===== src/hdl/crce_pkg.sv =====
`default_nettype none

package crce_pkg;

  // table geometry and field widths
  localparam int CRCE_MAX_CUSTOMERS = 64;
  localparam int CRCE_INDEX_W       = 6;
  localparam int CRCE_COORD_W       = 16;
  localparam int CRCE_DEMAND_W      = 16;
  localparam int CRCE_CAP_W         = 18;
  localparam int CRCE_DIST_W        = 24;
  localparam int CRCE_ROUTES_W      = 7;
  localparam int CRCE_LEG_W         = 17;
  localparam int CRCE_ENTRY_W       = 2 * CRCE_COORD_W + CRCE_DEMAND_W;

  // configuration register indexes
  localparam logic [1:0] CFG_CAPACITY = 2'd0;
  localparam logic [1:0] CFG_DEPOT_X  = 2'd1;
  localparam logic [1:0] CFG_DEPOT_Y  = 2'd2;

  localparam logic [CRCE_CAP_W-1:0]    CAPACITY_RESET = 18'd81920;
  localparam logic [CRCE_DIST_W-1:0]   DIST_MAX       = 24'hFFFFFF;
  localparam logic [CRCE_ROUTES_W-1:0] ROUTES_MAX     = 7'd127;

  // item operations
  localparam logic OP_LOAD  = 1'b0;
  localparam logic OP_VISIT = 1'b1;

  // request to the distance unit
  typedef struct packed {
    logic                    start;
    logic [CRCE_COORD_W-1:0] ax;
    logic [CRCE_COORD_W-1:0] ay;
    logic [CRCE_COORD_W-1:0] bx;
    logic [CRCE_COORD_W-1:0] by;
  } leg_req_t;

  // answer from the distance unit
  typedef struct packed {
    logic                  done;
    logic [CRCE_LEG_W-1:0] leg_len;
  } leg_rsp_t;

endpackage

`default_nettype wire


===== src/hdl/crce_ram.sv =====
`default_nettype none

module crce_ram #(
  parameter int WIDTH = 8,
  parameter int DEPTH = 64
) (
  input  wire logic                     clk,
  input  wire logic                     we,
  input  wire logic [$clog2(DEPTH)-1:0] addr,
  input  wire logic [WIDTH-1:0]         wdata,
  output logic      [WIDTH-1:0]         rdata
);

  logic [WIDTH-1:0] mem [0:DEPTH-1];
  logic [WIDTH-1:0] rdata_r;

  // single port, registered read
  always_ff @(posedge clk) begin
    if (we) begin
      mem[addr] <= wdata;
    end
    rdata_r <= mem[addr];
  end

  assign rdata = rdata_r;

endmodule

`default_nettype wire


===== src/hdl/crce_leg_unit.sv =====
`default_nettype none

module crce_leg_unit
  import crce_pkg::*;
(
  input  wire logic     clk,
  input  wire logic     rst_n,
  input  wire leg_req_t req,
  output leg_rsp_t      rsp
);

  localparam logic [2:0] LS_IDLE = 3'd0;
  localparam logic [2:0] LS_SQX  = 3'd1;
  localparam logic [2:0] LS_SQY  = 3'd2;
  localparam logic [2:0] LS_SUM  = 3'd3;
  localparam logic [2:0] LS_ROOT = 3'd4;

  localparam int SQ_W   = 2 * CRCE_COORD_W;
  localparam int RAD_W  = 2 * CRCE_LEG_W;
  localparam int REM_W  = CRCE_LEG_W + 2;
  localparam int SH_W   = REM_W + 2;
  localparam logic [4:0] LAST_STEP = 5'(CRCE_LEG_W - 1);

  logic [2:0]              state_r, state_nxt;
  logic [CRCE_COORD_W-1:0] dx_r, dx_nxt, dy_r, dy_nxt;
  logic [SQ_W-1:0]         px_r, px_nxt, prod;
  logic [CRCE_COORD_W-1:0] mul_op;
  logic [RAD_W-1:0]        rad_r, rad_nxt;
  logic [REM_W-1:0]        rem_r, rem_nxt;
  logic [CRCE_LEG_W-1:0]   root_r, root_nxt;
  logic [4:0]              cnt_r, cnt_nxt;
  logic                    done_r, done_nxt;
  logic [SH_W-1:0]         rem_sh, trial;

  // one shared squarer
  assign mul_op = (state_r == LS_SQX) ? dx_r : dy_r;
  assign prod   = SQ_W'(mul_op) * SQ_W'(mul_op);

  // restoring square root, one result bit a step
  assign rem_sh = {rem_r, rad_r[RAD_W-1 -: 2]};
  assign trial  = SH_W'({root_r, 2'b01});

  always_comb begin
    state_nxt = state_r;
    dx_nxt    = dx_r;
    dy_nxt    = dy_r;
    px_nxt    = px_r;
    rad_nxt   = rad_r;
    rem_nxt   = rem_r;
    root_nxt  = root_r;
    cnt_nxt   = cnt_r;
    done_nxt  = 1'b0;
    case (state_r)
      LS_IDLE: begin
        if (req.start) begin
          dx_nxt    = (req.ax > req.bx) ? req.ax - req.bx : req.bx - req.ax;
          dy_nxt    = (req.ay > req.by) ? req.ay - req.by : req.by - req.ay;
          state_nxt = LS_SQX;
        end
      end
      LS_SQX: begin
        px_nxt    = prod;
        state_nxt = LS_SQY;
      end
      LS_SQY: begin
        rad_nxt   = RAD_W'(prod);
        state_nxt = LS_SUM;
      end
      LS_SUM: begin
        rad_nxt   = RAD_W'(rad_r) + RAD_W'(px_r);
        rem_nxt   = '0;
        root_nxt  = '0;
        cnt_nxt   = '0;
        state_nxt = LS_ROOT;
      end
      LS_ROOT: begin
        // remainder never exceeds twice the partial root, so it fits REM_W
        if (rem_sh >= trial) begin
          rem_nxt  = REM_W'(rem_sh - trial);
          root_nxt = {root_r[CRCE_LEG_W-2:0], 1'b1};
        end else begin
          rem_nxt  = REM_W'(rem_sh);
          root_nxt = {root_r[CRCE_LEG_W-2:0], 1'b0};
        end
        rad_nxt = {rad_r[RAD_W-3:0], 2'b00};
        cnt_nxt = cnt_r + 5'd1;
        if (cnt_r == LAST_STEP) begin
          done_nxt  = 1'b1;
          state_nxt = LS_IDLE;
        end
      end
      default: begin
        state_nxt = LS_IDLE;
      end
    endcase
  end

  always_ff @(posedge clk) begin
    if (!rst_n) begin
      state_r <= LS_IDLE;
      done_r  <= 1'b0;
    end else begin
      state_r <= state_nxt;
      done_r  <= done_nxt;
    end
  end

  always_ff @(posedge clk) begin
    dx_r   <= dx_nxt;
    dy_r   <= dy_nxt;
    px_r   <= px_nxt;
    rad_r  <= rad_nxt;
    rem_r  <= rem_nxt;
    root_r <= root_nxt;
    cnt_r  <= cnt_nxt;
  end

  assign rsp.done    = done_r;
  assign rsp.leg_len = root_r;

endmodule

`default_nettype wire


===== src/hdl/capacitated_route_cost_evaluator_core.sv =====
`default_nettype none

// Route cost evaluator for one vehicle tour, split greedily by capacity.
// Input channel (in_valid/in_ready): a load item writes coordinates and
// demand of one customer into the table, and the input stays ready. A visit
// item reads the customer back and then runs one to three legs through the
// distance unit, each a square sum over one shared multiplier and a
// 17-step square root. How long a visit takes is set by the number of legs
// it needs and the result hand-over on a final visit; the square root loop
// dominates.
// Only one item is in flight at a time.
// Result channel (out_valid/out_ready): a visit marked last_visit gives one
// item with total distance, route count and the overflow flag, held in an
// output register until taken. While it waits, load and visit items are
// still accepted; only a further final visit holds until the register is
// free. The tour accumulators clear as the result enters that register.
// Configuration (cfg_we, cfg_index, cfg_data) writes capacity or one depot
// coordinate, chosen by cfg_index. Reset is synchronous, active low: capacity returns to
// its default, depot to zero, no route open. The customer table holds no
// reset value; visit only customers that were loaded.
module capacitated_route_cost_evaluator_core
  import crce_pkg::*;
#(
  parameter int MAX_CUSTOMERS = CRCE_MAX_CUSTOMERS
) (
  input  wire logic                     clk,
  input  wire logic                     rst_n,
  input  wire logic                     in_valid,
  output logic                          in_ready,
  input  wire logic                     in_operation,
  input  wire logic [CRCE_INDEX_W-1:0]  in_customer_index,
  input  wire logic [CRCE_COORD_W-1:0]  in_coord_x,
  input  wire logic [CRCE_COORD_W-1:0]  in_coord_y,
  input  wire logic [CRCE_DEMAND_W-1:0] in_demand,
  input  wire logic                     in_last_visit,
  output logic                          out_valid,
  input  wire logic                     out_ready,
  output logic [CRCE_DIST_W-1:0]        out_total_distance,
  output logic [CRCE_ROUTES_W-1:0]      out_route_count,
  output logic                          out_demand_overflow,
  input  wire logic                     cfg_we,
  input  wire logic [1:0]               cfg_index,
  input  wire logic [CRCE_CAP_W-1:0]    cfg_data
);

  localparam int AW        = $clog2(MAX_CUSTOMERS);
  localparam int IDX_DEPTH = 1 << CRCE_INDEX_W;

  localparam logic [2:0] ST_IDLE     = 3'd0;
  localparam logic [2:0] ST_READ     = 3'd1;
  localparam logic [2:0] ST_LEG_GO   = 3'd2;
  localparam logic [2:0] ST_LEG_WAIT = 3'd3;
  localparam logic [2:0] ST_EMIT     = 3'd4;

  // leg endpoints: depot, previous stop, current customer
  localparam logic [1:0] LEG_DC = 2'd0;
  localparam logic [1:0] LEG_PC = 2'd1;
  localparam logic [1:0] LEG_PD = 2'd2;
  localparam logic [1:0] LEG_CD = 2'd3;

  logic [2:0]               state_r, state_nxt;
  logic [1:0]               leg_sel_r, leg_sel_nxt;
  logic                     last_r, last_nxt;
  logic [CRCE_CAP_W-1:0]    cap_r;
  logic [CRCE_COORD_W-1:0]  depot_x_r, depot_y_r;
  logic [CRCE_COORD_W-1:0]  cur_x_r, cur_x_nxt, cur_y_r, cur_y_nxt;
  logic [CRCE_COORD_W-1:0]  prev_x_r, prev_x_nxt, prev_y_r, prev_y_nxt;
  logic [CRCE_CAP_W-1:0]    load_r, load_nxt;
  logic                     open_r, open_nxt;
  logic [CRCE_DIST_W-1:0]   sum_r, sum_nxt;
  logic [CRCE_ROUTES_W-1:0] routes_r, routes_nxt;
  logic                     ovf_r, ovf_nxt;
  logic                     out_valid_r, out_valid_nxt;
  logic [CRCE_DIST_W-1:0]   out_dist_r, out_dist_nxt;
  logic [CRCE_ROUTES_W-1:0] out_routes_r, out_routes_nxt;
  logic                     out_ovf_r, out_ovf_nxt;

  logic [AW-1:0]            idx_mod [0:IDX_DEPTH-1];
  logic                     ram_we;
  logic [CRCE_ENTRY_W-1:0]  ram_rdata;
  logic [CRCE_COORD_W-1:0]  rd_x, rd_y;
  logic [CRCE_DEMAND_W-1:0] rd_dem;
  logic [CRCE_CAP_W:0]      load_sum;
  logic                     fits;
  logic [CRCE_DIST_W:0]     sum_ext;
  logic [CRCE_ROUTES_W-1:0] routes_inc;
  logic                     in_acc;
  leg_req_t                 leg_req;
  leg_rsp_t                 leg_rsp;

  // customer index folded onto the table depth
  for (genvar g = 0; g < IDX_DEPTH; g++) begin : g_idx
    assign idx_mod[g] = AW'(g % MAX_CUSTOMERS);
  end

  assign in_ready = (state_r == ST_IDLE);
  assign in_acc   = in_valid && in_ready;
  assign ram_we   = in_acc && (in_operation == OP_LOAD);

  crce_ram #(
    .WIDTH(CRCE_ENTRY_W),
    .DEPTH(MAX_CUSTOMERS)
  ) u_table (
    .clk  (clk),
    .we   (ram_we),
    .addr (idx_mod[in_customer_index]),
    .wdata({in_coord_x, in_coord_y, in_demand}),
    .rdata(ram_rdata)
  );

  assign rd_x   = ram_rdata[CRCE_ENTRY_W-1 -: CRCE_COORD_W];
  assign rd_y   = ram_rdata[CRCE_DEMAND_W +: CRCE_COORD_W];
  assign rd_dem = ram_rdata[CRCE_DEMAND_W-1:0];

  // capacity test for joining the open route
  assign load_sum   = (CRCE_CAP_W+1)'(load_r) + (CRCE_CAP_W+1)'(rd_dem);
  assign fits       = open_r && (load_r <= cap_r) &&
                      (load_sum <= (CRCE_CAP_W+1)'(cap_r));
  assign routes_inc = (routes_r < ROUTES_MAX) ? routes_r + 7'd1 : routes_r;

  // saturating distance accumulation
  assign sum_ext = (CRCE_DIST_W+1)'(sum_r) + (CRCE_DIST_W+1)'(leg_rsp.leg_len);

  // leg operand selection
  always_comb begin
    leg_req.start = (state_r == ST_LEG_GO);
    case (leg_sel_r)
      LEG_DC: begin
        leg_req.ax = depot_x_r; leg_req.ay = depot_y_r;
        leg_req.bx = cur_x_r;   leg_req.by = cur_y_r;
      end
      LEG_PC: begin
        leg_req.ax = prev_x_r;  leg_req.ay = prev_y_r;
        leg_req.bx = cur_x_r;   leg_req.by = cur_y_r;
      end
      LEG_PD: begin
        leg_req.ax = prev_x_r;  leg_req.ay = prev_y_r;
        leg_req.bx = depot_x_r; leg_req.by = depot_y_r;
      end
      default: begin
        leg_req.ax = cur_x_r;   leg_req.ay = cur_y_r;
        leg_req.bx = depot_x_r; leg_req.by = depot_y_r;
      end
    endcase
  end

  crce_leg_unit u_leg (
    .clk  (clk),
    .rst_n(rst_n),
    .req  (leg_req),
    .rsp  (leg_rsp)
  );

  // visit sequencer
  always_comb begin
    state_nxt      = state_r;
    leg_sel_nxt    = leg_sel_r;
    last_nxt       = last_r;
    cur_x_nxt      = cur_x_r;
    cur_y_nxt      = cur_y_r;
    prev_x_nxt     = prev_x_r;
    prev_y_nxt     = prev_y_r;
    load_nxt       = load_r;
    open_nxt       = open_r;
    sum_nxt        = sum_r;
    routes_nxt     = routes_r;
    ovf_nxt        = ovf_r;
    out_valid_nxt  = out_valid_r && !out_ready;
    out_dist_nxt   = out_dist_r;
    out_routes_nxt = out_routes_r;
    out_ovf_nxt    = out_ovf_r;
    case (state_r)
      ST_IDLE: begin
        if (in_acc && (in_operation == OP_VISIT)) begin
          last_nxt  = in_last_visit;
          state_nxt = ST_READ;
        end
      end
      ST_READ: begin
        cur_x_nxt = rd_x;
        cur_y_nxt = rd_y;
        if (CRCE_CAP_W'(rd_dem) > cap_r) begin
          ovf_nxt = 1'b1;
        end
        if (!open_r) begin
          leg_sel_nxt = LEG_DC;
          routes_nxt  = routes_inc;
          load_nxt    = CRCE_CAP_W'(rd_dem);
          open_nxt    = 1'b1;
        end else if (fits) begin
          leg_sel_nxt = LEG_PC;
          load_nxt    = CRCE_CAP_W'(load_sum);
        end else begin
          leg_sel_nxt = LEG_PD;
          routes_nxt  = routes_inc;
          load_nxt    = CRCE_CAP_W'(rd_dem);
        end
        state_nxt = ST_LEG_GO;
      end
      ST_LEG_GO: begin
        state_nxt = ST_LEG_WAIT;
      end
      ST_LEG_WAIT: begin
        if (leg_rsp.done) begin
          sum_nxt = (sum_ext > (CRCE_DIST_W+1)'(DIST_MAX)) ? DIST_MAX
                                                           : CRCE_DIST_W'(sum_ext);
          if (leg_sel_r == LEG_PD) begin
            leg_sel_nxt = LEG_DC;
            state_nxt   = ST_LEG_GO;
          end else if (leg_sel_r == LEG_CD) begin
            state_nxt = ST_EMIT;
          end else if (last_r) begin
            leg_sel_nxt = LEG_CD;
            state_nxt   = ST_LEG_GO;
          end else begin
            prev_x_nxt = cur_x_r;
            prev_y_nxt = cur_y_r;
            state_nxt  = ST_IDLE;
          end
        end
      end
      ST_EMIT: begin
        // hand the tour result over and start the next tour clean
        if (!out_valid_r || out_ready) begin
          out_valid_nxt  = 1'b1;
          out_dist_nxt   = sum_r;
          out_routes_nxt = routes_r;
          out_ovf_nxt    = ovf_r;
          sum_nxt        = '0;
          routes_nxt     = '0;
          ovf_nxt        = 1'b0;
          load_nxt       = '0;
          open_nxt       = 1'b0;
          prev_x_nxt     = '0;
          prev_y_nxt     = '0;
          state_nxt      = ST_IDLE;
        end
      end
      default: begin
        state_nxt = ST_IDLE;
      end
    endcase
  end

  // control and tour state
  always_ff @(posedge clk) begin
    if (!rst_n) begin
      state_r     <= ST_IDLE;
      out_valid_r <= 1'b0;
      load_r      <= '0;
      open_r      <= 1'b0;
      sum_r       <= '0;
      routes_r    <= '0;
      ovf_r       <= 1'b0;
      prev_x_r    <= '0;
      prev_y_r    <= '0;
    end else begin
      state_r     <= state_nxt;
      out_valid_r <= out_valid_nxt;
      load_r      <= load_nxt;
      open_r      <= open_nxt;
      sum_r       <= sum_nxt;
      routes_r    <= routes_nxt;
      ovf_r       <= ovf_nxt;
      prev_x_r    <= prev_x_nxt;
      prev_y_r    <= prev_y_nxt;
    end
  end

  // configuration registers
  always_ff @(posedge clk) begin
    if (!rst_n) begin
      cap_r     <= CAPACITY_RESET;
      depot_x_r <= '0;
      depot_y_r <= '0;
    end else if (cfg_we) begin
      case (cfg_index)
        CFG_CAPACITY: cap_r     <= cfg_data;
        CFG_DEPOT_X:  depot_x_r <= cfg_data[CRCE_COORD_W-1:0];
        CFG_DEPOT_Y:  depot_y_r <= cfg_data[CRCE_COORD_W-1:0];
        default: begin
        end
      endcase
    end
  end

  // payload registers
  always_ff @(posedge clk) begin
    leg_sel_r    <= leg_sel_nxt;
    last_r       <= last_nxt;
    cur_x_r      <= cur_x_nxt;
    cur_y_r      <= cur_y_nxt;
    out_dist_r   <= out_dist_nxt;
    out_routes_r <= out_routes_nxt;
    out_ovf_r    <= out_ovf_nxt;
  end

  assign out_valid           = out_valid_r;
  assign out_total_distance  = out_dist_r;
  assign out_route_count     = out_routes_r;
  assign out_demand_overflow = out_ovf_r;

endmodule

`default_nettype wire


===== config.mk =====
export PLATFORM = sky130hd
export DESIGN_NAME = capacitated_route_cost_evaluator_core
export DESIGN_NICKNAME = d
export VERILOG_FILES = /design/src/hdl/crce_pkg.sv /design/src/hdl/crce_ram.sv /design/src/hdl/crce_leg_unit.sv /design/src/hdl/capacitated_route_cost_evaluator_core.sv
export SDC_FILE = /design/constraint.sdc
export NUM_CORES = 2
export LEC_CHECK = 0
export BUFFER_PORTS_ARGS = -buffer_cell sky130_fd_sc_hd__buf_4
export CAP_MARGIN = 20
export CORE_AREA = 2 2 467 469
export DETAILED_ROUTE_END_ITERATION = 8
export DIE_AREA = 0 0 469 471
export GPL_TIMING_DRIVEN = 0
export PLACE_DENSITY = 0.89
export SKIP_CTS_REPAIR_TIMING = 1
export SLEW_MARGIN = 30
export SYNTH_ARGS = -nofsm -noshare
export SYNTH_HDL_FRONTEND = slang
export SYNTH_SLANG_ARGS = --single-unit
export TNS_END_PERCENT = 1

===== constraint.sdc =====
create_clock -name clk -period 17 [get_ports clk]
set_input_delay 5.1 -clock clk [delete_from_list [all_inputs] [get_ports clk]]
set_output_delay 5.1 -clock clk [all_outputs]
set_load 0.05 [all_outputs]

==> results.tsv, run 1 <==
stage	metric	value	unit
logic_synthesis	Syn Nets	9355	
run_status	Stop Error	[ERROR GRT-0232] Routing congestion too high. Check the congestion heatmap in the GUI.	
logic_synthesis	Yosys top cell area share	70.5	%
logic_synthesis	Synth area leader	edfxtp_1	
floorplanning	Die Span Y	471	µm
floorplanning	row cnt	171	
floorplanning	starting density of the core	64.6	%
floorplanning	Die Span X	469	µm
logic_synthesis	top-count cell post-synth	edfxtp_1	
global_route	pin count of the biggest net entering global routing	65	
logic_synthesis	Post-synth EDFFs	3277	
global_route	initial antenna violation count	179	
run_status	status	aborted with a tool error	
clocking	clock sinks	3466	
global_route	grt total ovfl	53	
logic_synthesis	Syn. warnings	0	
logic_synthesis	Avg Cell Area, Syn	15.8	µm²
clocking	Longest Clk Path Bufs	4	
clocking	H-tree Lvls	5	
logic_synthesis	synthesized cell area	0.140	mm²
logic_synthesis	#FFs+latches synth	3466	
clocking	root buffer cell	clkbuf_16	
placement	HPWL after DPL	400000	µm
logic_synthesis	Cells after Synth	8809	
global_route	GRT Total Usage	73.0	%
logic_synthesis	Commonest cells post-synth	edfxtp_1 (3277), a22oi_1 (953), clkbuf_1 (404)	
placement	Port Buffers	111	
run_status	last flow stage reached	global routing (5_1_grt)	
logic_synthesis	post-synth cell types	91	
floorplanning	I/O pin cnt	115	
logic_synthesis	Async SR Flop Fraction	0	%
logic_synthesis	sequential cell area fraction in the yosys report	73.2	%
logic_synthesis	synth top area cells	edfxtp_1 (70%), a22oi_1 (5.1%), dfxtp_1 (2.7%)	
placement	routability cong.	1.06	
logic_synthesis	Post-synth top flop	edfxtp_1	
clocking	CTS buffer count	340	
[stage by stage]
stage	setup slack (ns)	cell area [µm²]	utilization [%]	hold slack [ns]	std cells
after floorplan	7.68	140000	-	0.386	8809
after global placement	0.415	144000	66.6	0.389	11774
after detailed placement	6.14	153000	70.9	0.389	12110
after CTS	6.97	164000	75.8	0.387	12699
[per-layer routing]
layer  global-route usage, %  overflow
met5                    56.9         1
met4                    66.2        20
met3                    70.0         6
met2                    82.1        22
met1                    71.1         4
[cells by family after synthesis]
logic type / after synthesis / synth area share [%]
adders and majority gates: 465 / 5.07
DFF: 3466 / 73.2
xor gates and xnor gates: 140 / 0.878
AOI/OAI and AO/OA: 2649 / 13.9
and+or+nand+nor: 1089 / 3.70
buffers and inverters: 894 / 2.43
muxes: 106 / 0.801
==> run 2: changes to the inputs <==
Settings changed: CORE_AREA 2 2 467 469 to 2 2 594 596, DIE_AREA 0 0 469 471 to 0 0 596 598, PLACE_DENSITY 0.89 to not set, PLACE_DENSITY_LB_ADDON set to 0.15.
==> run 2 against run 1 <==
Net effect: the flow now finishes without violations; synthesized area is the same; synthesized cell count is the same.
==> results.tsv, run 2 <==
stage	metric	value	unit	change
sta	Final Slew Violations	0		
routing	Post-DRT Antenna Nets	0		
floorplanning	Die ar.	0.356	mm²	
floorplanning	core area	0.351	mm²	
logic_synthesis	Cells after Synth	8809		unchanged
clocking	root buffer cell	clkbuf_16		
critical_path	CP startpoint kind	register		
sta	Fmax achieved	100	MHz	
critical_path	crit path max-delay cell type	mux2i_2		
logic_synthesis	synthesized cell area	0.140	mm²	unchanged
global_route	initial antenna violation count	66		
final_layout	Final Cell Area	0.170	mm²	
critical_path	FF-to-FF setup slack	7.02	ns	
logic_synthesis	Post-synth EDFFs	3277		unchanged
final_layout	layout cells sized above 1	16.4	%	
logic_synthesis	Yosys top cell area share	70.5	%	unchanged
logic_synthesis	Commonest cells post-synth	edfxtp_1 (3277), a22oi_1 (953), clkbuf_1 (404)		
final_layout	Largest register FFs	3072		
routing	Avg WL per Cell	44.6	µm	
sta	hold slack	0.401	ns	
placement	Post-Place Cells	14007		+16%
run_status	status	complete, no violations		
logic_synthesis	Syn Nets	9355		unchanged
routing	DR vias/cell	6.70		
sta	Slew HR	16.8	%	
logic_synthesis	Synth area leader	edfxtp_1		
critical_path	crit path capture type	register		
final_layout	fin util	48.6	%	
logic_synthesis	sequential cell area fraction in the yosys report	73.2	%	unchanged
placement	HPWL after DPL	468000	µm	+17%
clocking	CTS buffer count	365		+7.4%
clocking	H-tree Lvls	5		unchanged
logic_synthesis	#FFs+latches synth	3466		unchanged
placement	routability cong.	0.941		-12%
final_layout	Top reg by flops	u_table.mem		
global_route	vias in the first global route	90784		
logic_synthesis	synth top area cells	edfxtp_1 (70%), a22oi_1 (5.1%), dfxtp_1 (2.7%)		
final_layout	commonest cells after routing, fill and taps aside	edfxtp_1 (3277), a22oi_1 (953), inv_1 (375)		
routing	Remaining DRCs	0		
flow_run	max-cap violation count	0		
sta	RSZ-0062 raised after global routing	no		
final_layout	most common cell after layout, fill and taps aside	edfxtp_1		
critical_path	CP delay by family, top	adder cells		
critical_path	Worst EP arrival	10.67	ns	
sta	clk_skew	0.0954	ns	
clocking	Worst-Skew Late Latency	1.03	ns	
critical_path	CP peak stage delay	0.85	ns	
floorplanning	Die Span X	596	µm	+27%
floorplanning	starting density of the core	39.8	%	-25 points
sta	Worst Tran Pin Value	1.24	ns	
logic_synthesis	Avg Cell Area, Syn	15.8	µm²	unchanged
routing	first-pass iteration count of the detailed router	6		
placement	Port Buffers	111		unchanged
logic_synthesis	Post-synth top flop	edfxtp_1		
floorplanning	row cnt	218		+27%
routing	DR iter-0 viols	18680		
global_route	grt total ovfl	0		
critical_path	crit path kind	register to register		
logic_synthesis	top-count cell post-synth	edfxtp_1		
clocking	clk slew on worst S/H paths	0.06	ns	
clocking	clock sinks	3466		unchanged
final_layout	Layout Cells excl Fill	14706		
sta	final hold violations	0		
final_layout	Syn-to-layout area delta	22.1	%	
critical_path	R2R Path End	u_leg.rad_r[24]		
global_route	pin count of the biggest net entering global routing	65		
floorplanning	Die Span Y	598	µm	+27%
critical_path	R2R Path Start	u_leg.state_r[2]		
global_route	GRT Total Usage	36.0	%	
clocking	Longest Clk Path Bufs	4		unchanged
logic_synthesis	post-synth cell types	91		unchanged
critical_path	Worst path depth	27		
critical_path	Crit Path Max Fanout	40		
critical_path	Worst Setup EP	u_leg.rad_r[24]		
floorplanning	I/O pin cnt	115		unchanged
routing	via count	98530		
critical_path	Most Frequent Cell on Critical Path	fa_1		
logic_synthesis	Syn. warnings	0		unchanged
critical_path	WP data required	17.69	ns	
sta	Period minus WS final	9.98	ns	
logic_synthesis	Async SR Flop Fraction	0	%	unchanged
global_route	first-pass GRT wire length	851000	µm	
placement	DP Area	0.159	mm²	+3.5%
critical_path	WP buf/inv	8		
critical_path	Worst Reg-to-Reg Cells	27		
sta	endpoints failing setup	0		
clocking	CTS tree	yes		
critical_path	worst setup path startpoint	u_leg.state_r[2]		
sta	Tcrit/Tclk final	58.7	%	
worst_hold_path	path category of the worst min-delay check	register to register		
final_layout	Nets	10304		
routing	Total Routed Length	656000	µm	
-- run 2: cell counts after synthesis --
No cell type changed its count.
-- run 2: how the worst min path moves through the flow --
stage                           start           to  cells past startpoint
global route        u_table.rdata[37]   cur_x_r[5]                      0
floorplan           u_table.rdata[32]   cur_x_r[0]                      0
detailed placement  u_table.rdata[40]   cur_x_r[8]                      0
global placement    u_table.rdata[27]  cur_y_r[11]                      0
CTS                 u_table.rdata[34]   cur_x_r[2]                      0
finish              u_table.rdata[34]   cur_x_r[2]                      0
-- run 2: layout make-up --
cell class	instances	area [µm²]
diodes	38	95.1
plain buffers	509	2360
clock buffers	447	9630
clock inverters	210	1990
fillers	29451	180000
inverters	385	1450
multi-input cells	4449	34900
flip-flops and latches	3466	102000
well taps	4620	5780
repair buffers	582	12100
-- run 2: kinds of logic after synthesis --
group	synth area share, %
AO/OA/AOI/OAI	13.9
XOR/XNOR	0.878
adder cells (fa/ha/maj)	5.07
buffers and inverters	2.43
flip-flops	73.2
multiplexers	0.801
AND/OR/NAND/NOR	3.70
-- run 2: worst reg2reg max path, cell delays in order (launching register included) --
cell and delay (ns):
dfxtp_1 0.30, clkbuf_1 0.22, nor3b_1 0.56, buf_2 0.46
buf_4 0.59, mux2i_2 0.86, clkinv_1 0.64, nand2_1 0.31
fa_1 0.45, fa_1 0.57, inv_1 0.06, fa_1 0.48
fa_1 0.53, fa_1 0.50, inv_1 0.05, fa_1 0.47
inv_1 0.04, ha_1 0.26, buf_2 0.16, and4_1 0.21
a2111oi_4 0.36, o21ai_2 0.13, o32ai_4 0.50, o21ai_2 0.10
a31o_1 0.24, a21oi_2 0.15, xnor2_1 0.17, a221o_1 0.35
-- run 2: routing by layer --
layer	part of all wire (%)	vias to the layer above	track usage, %
met5	0.080	-	0
met4	9.3	54	27.2
met3	14	2136	12.4
met2	42	8560	52.2
met1	34	50250	44.4
li1	-	37530	-
-- run 2: through the flow --
step	setup TNS (ns)	worst slack, ns
finish	0	7.02
detailed placement	0	7.06
global route	0	6.60
floorplan	0	7.68
global placement	-670.86	-1.21
CTS	0	7.08
Power of run 2 is not shown: default switching activity piles up to over one toggle a cycle in this logic, so the estimate is an artifact.
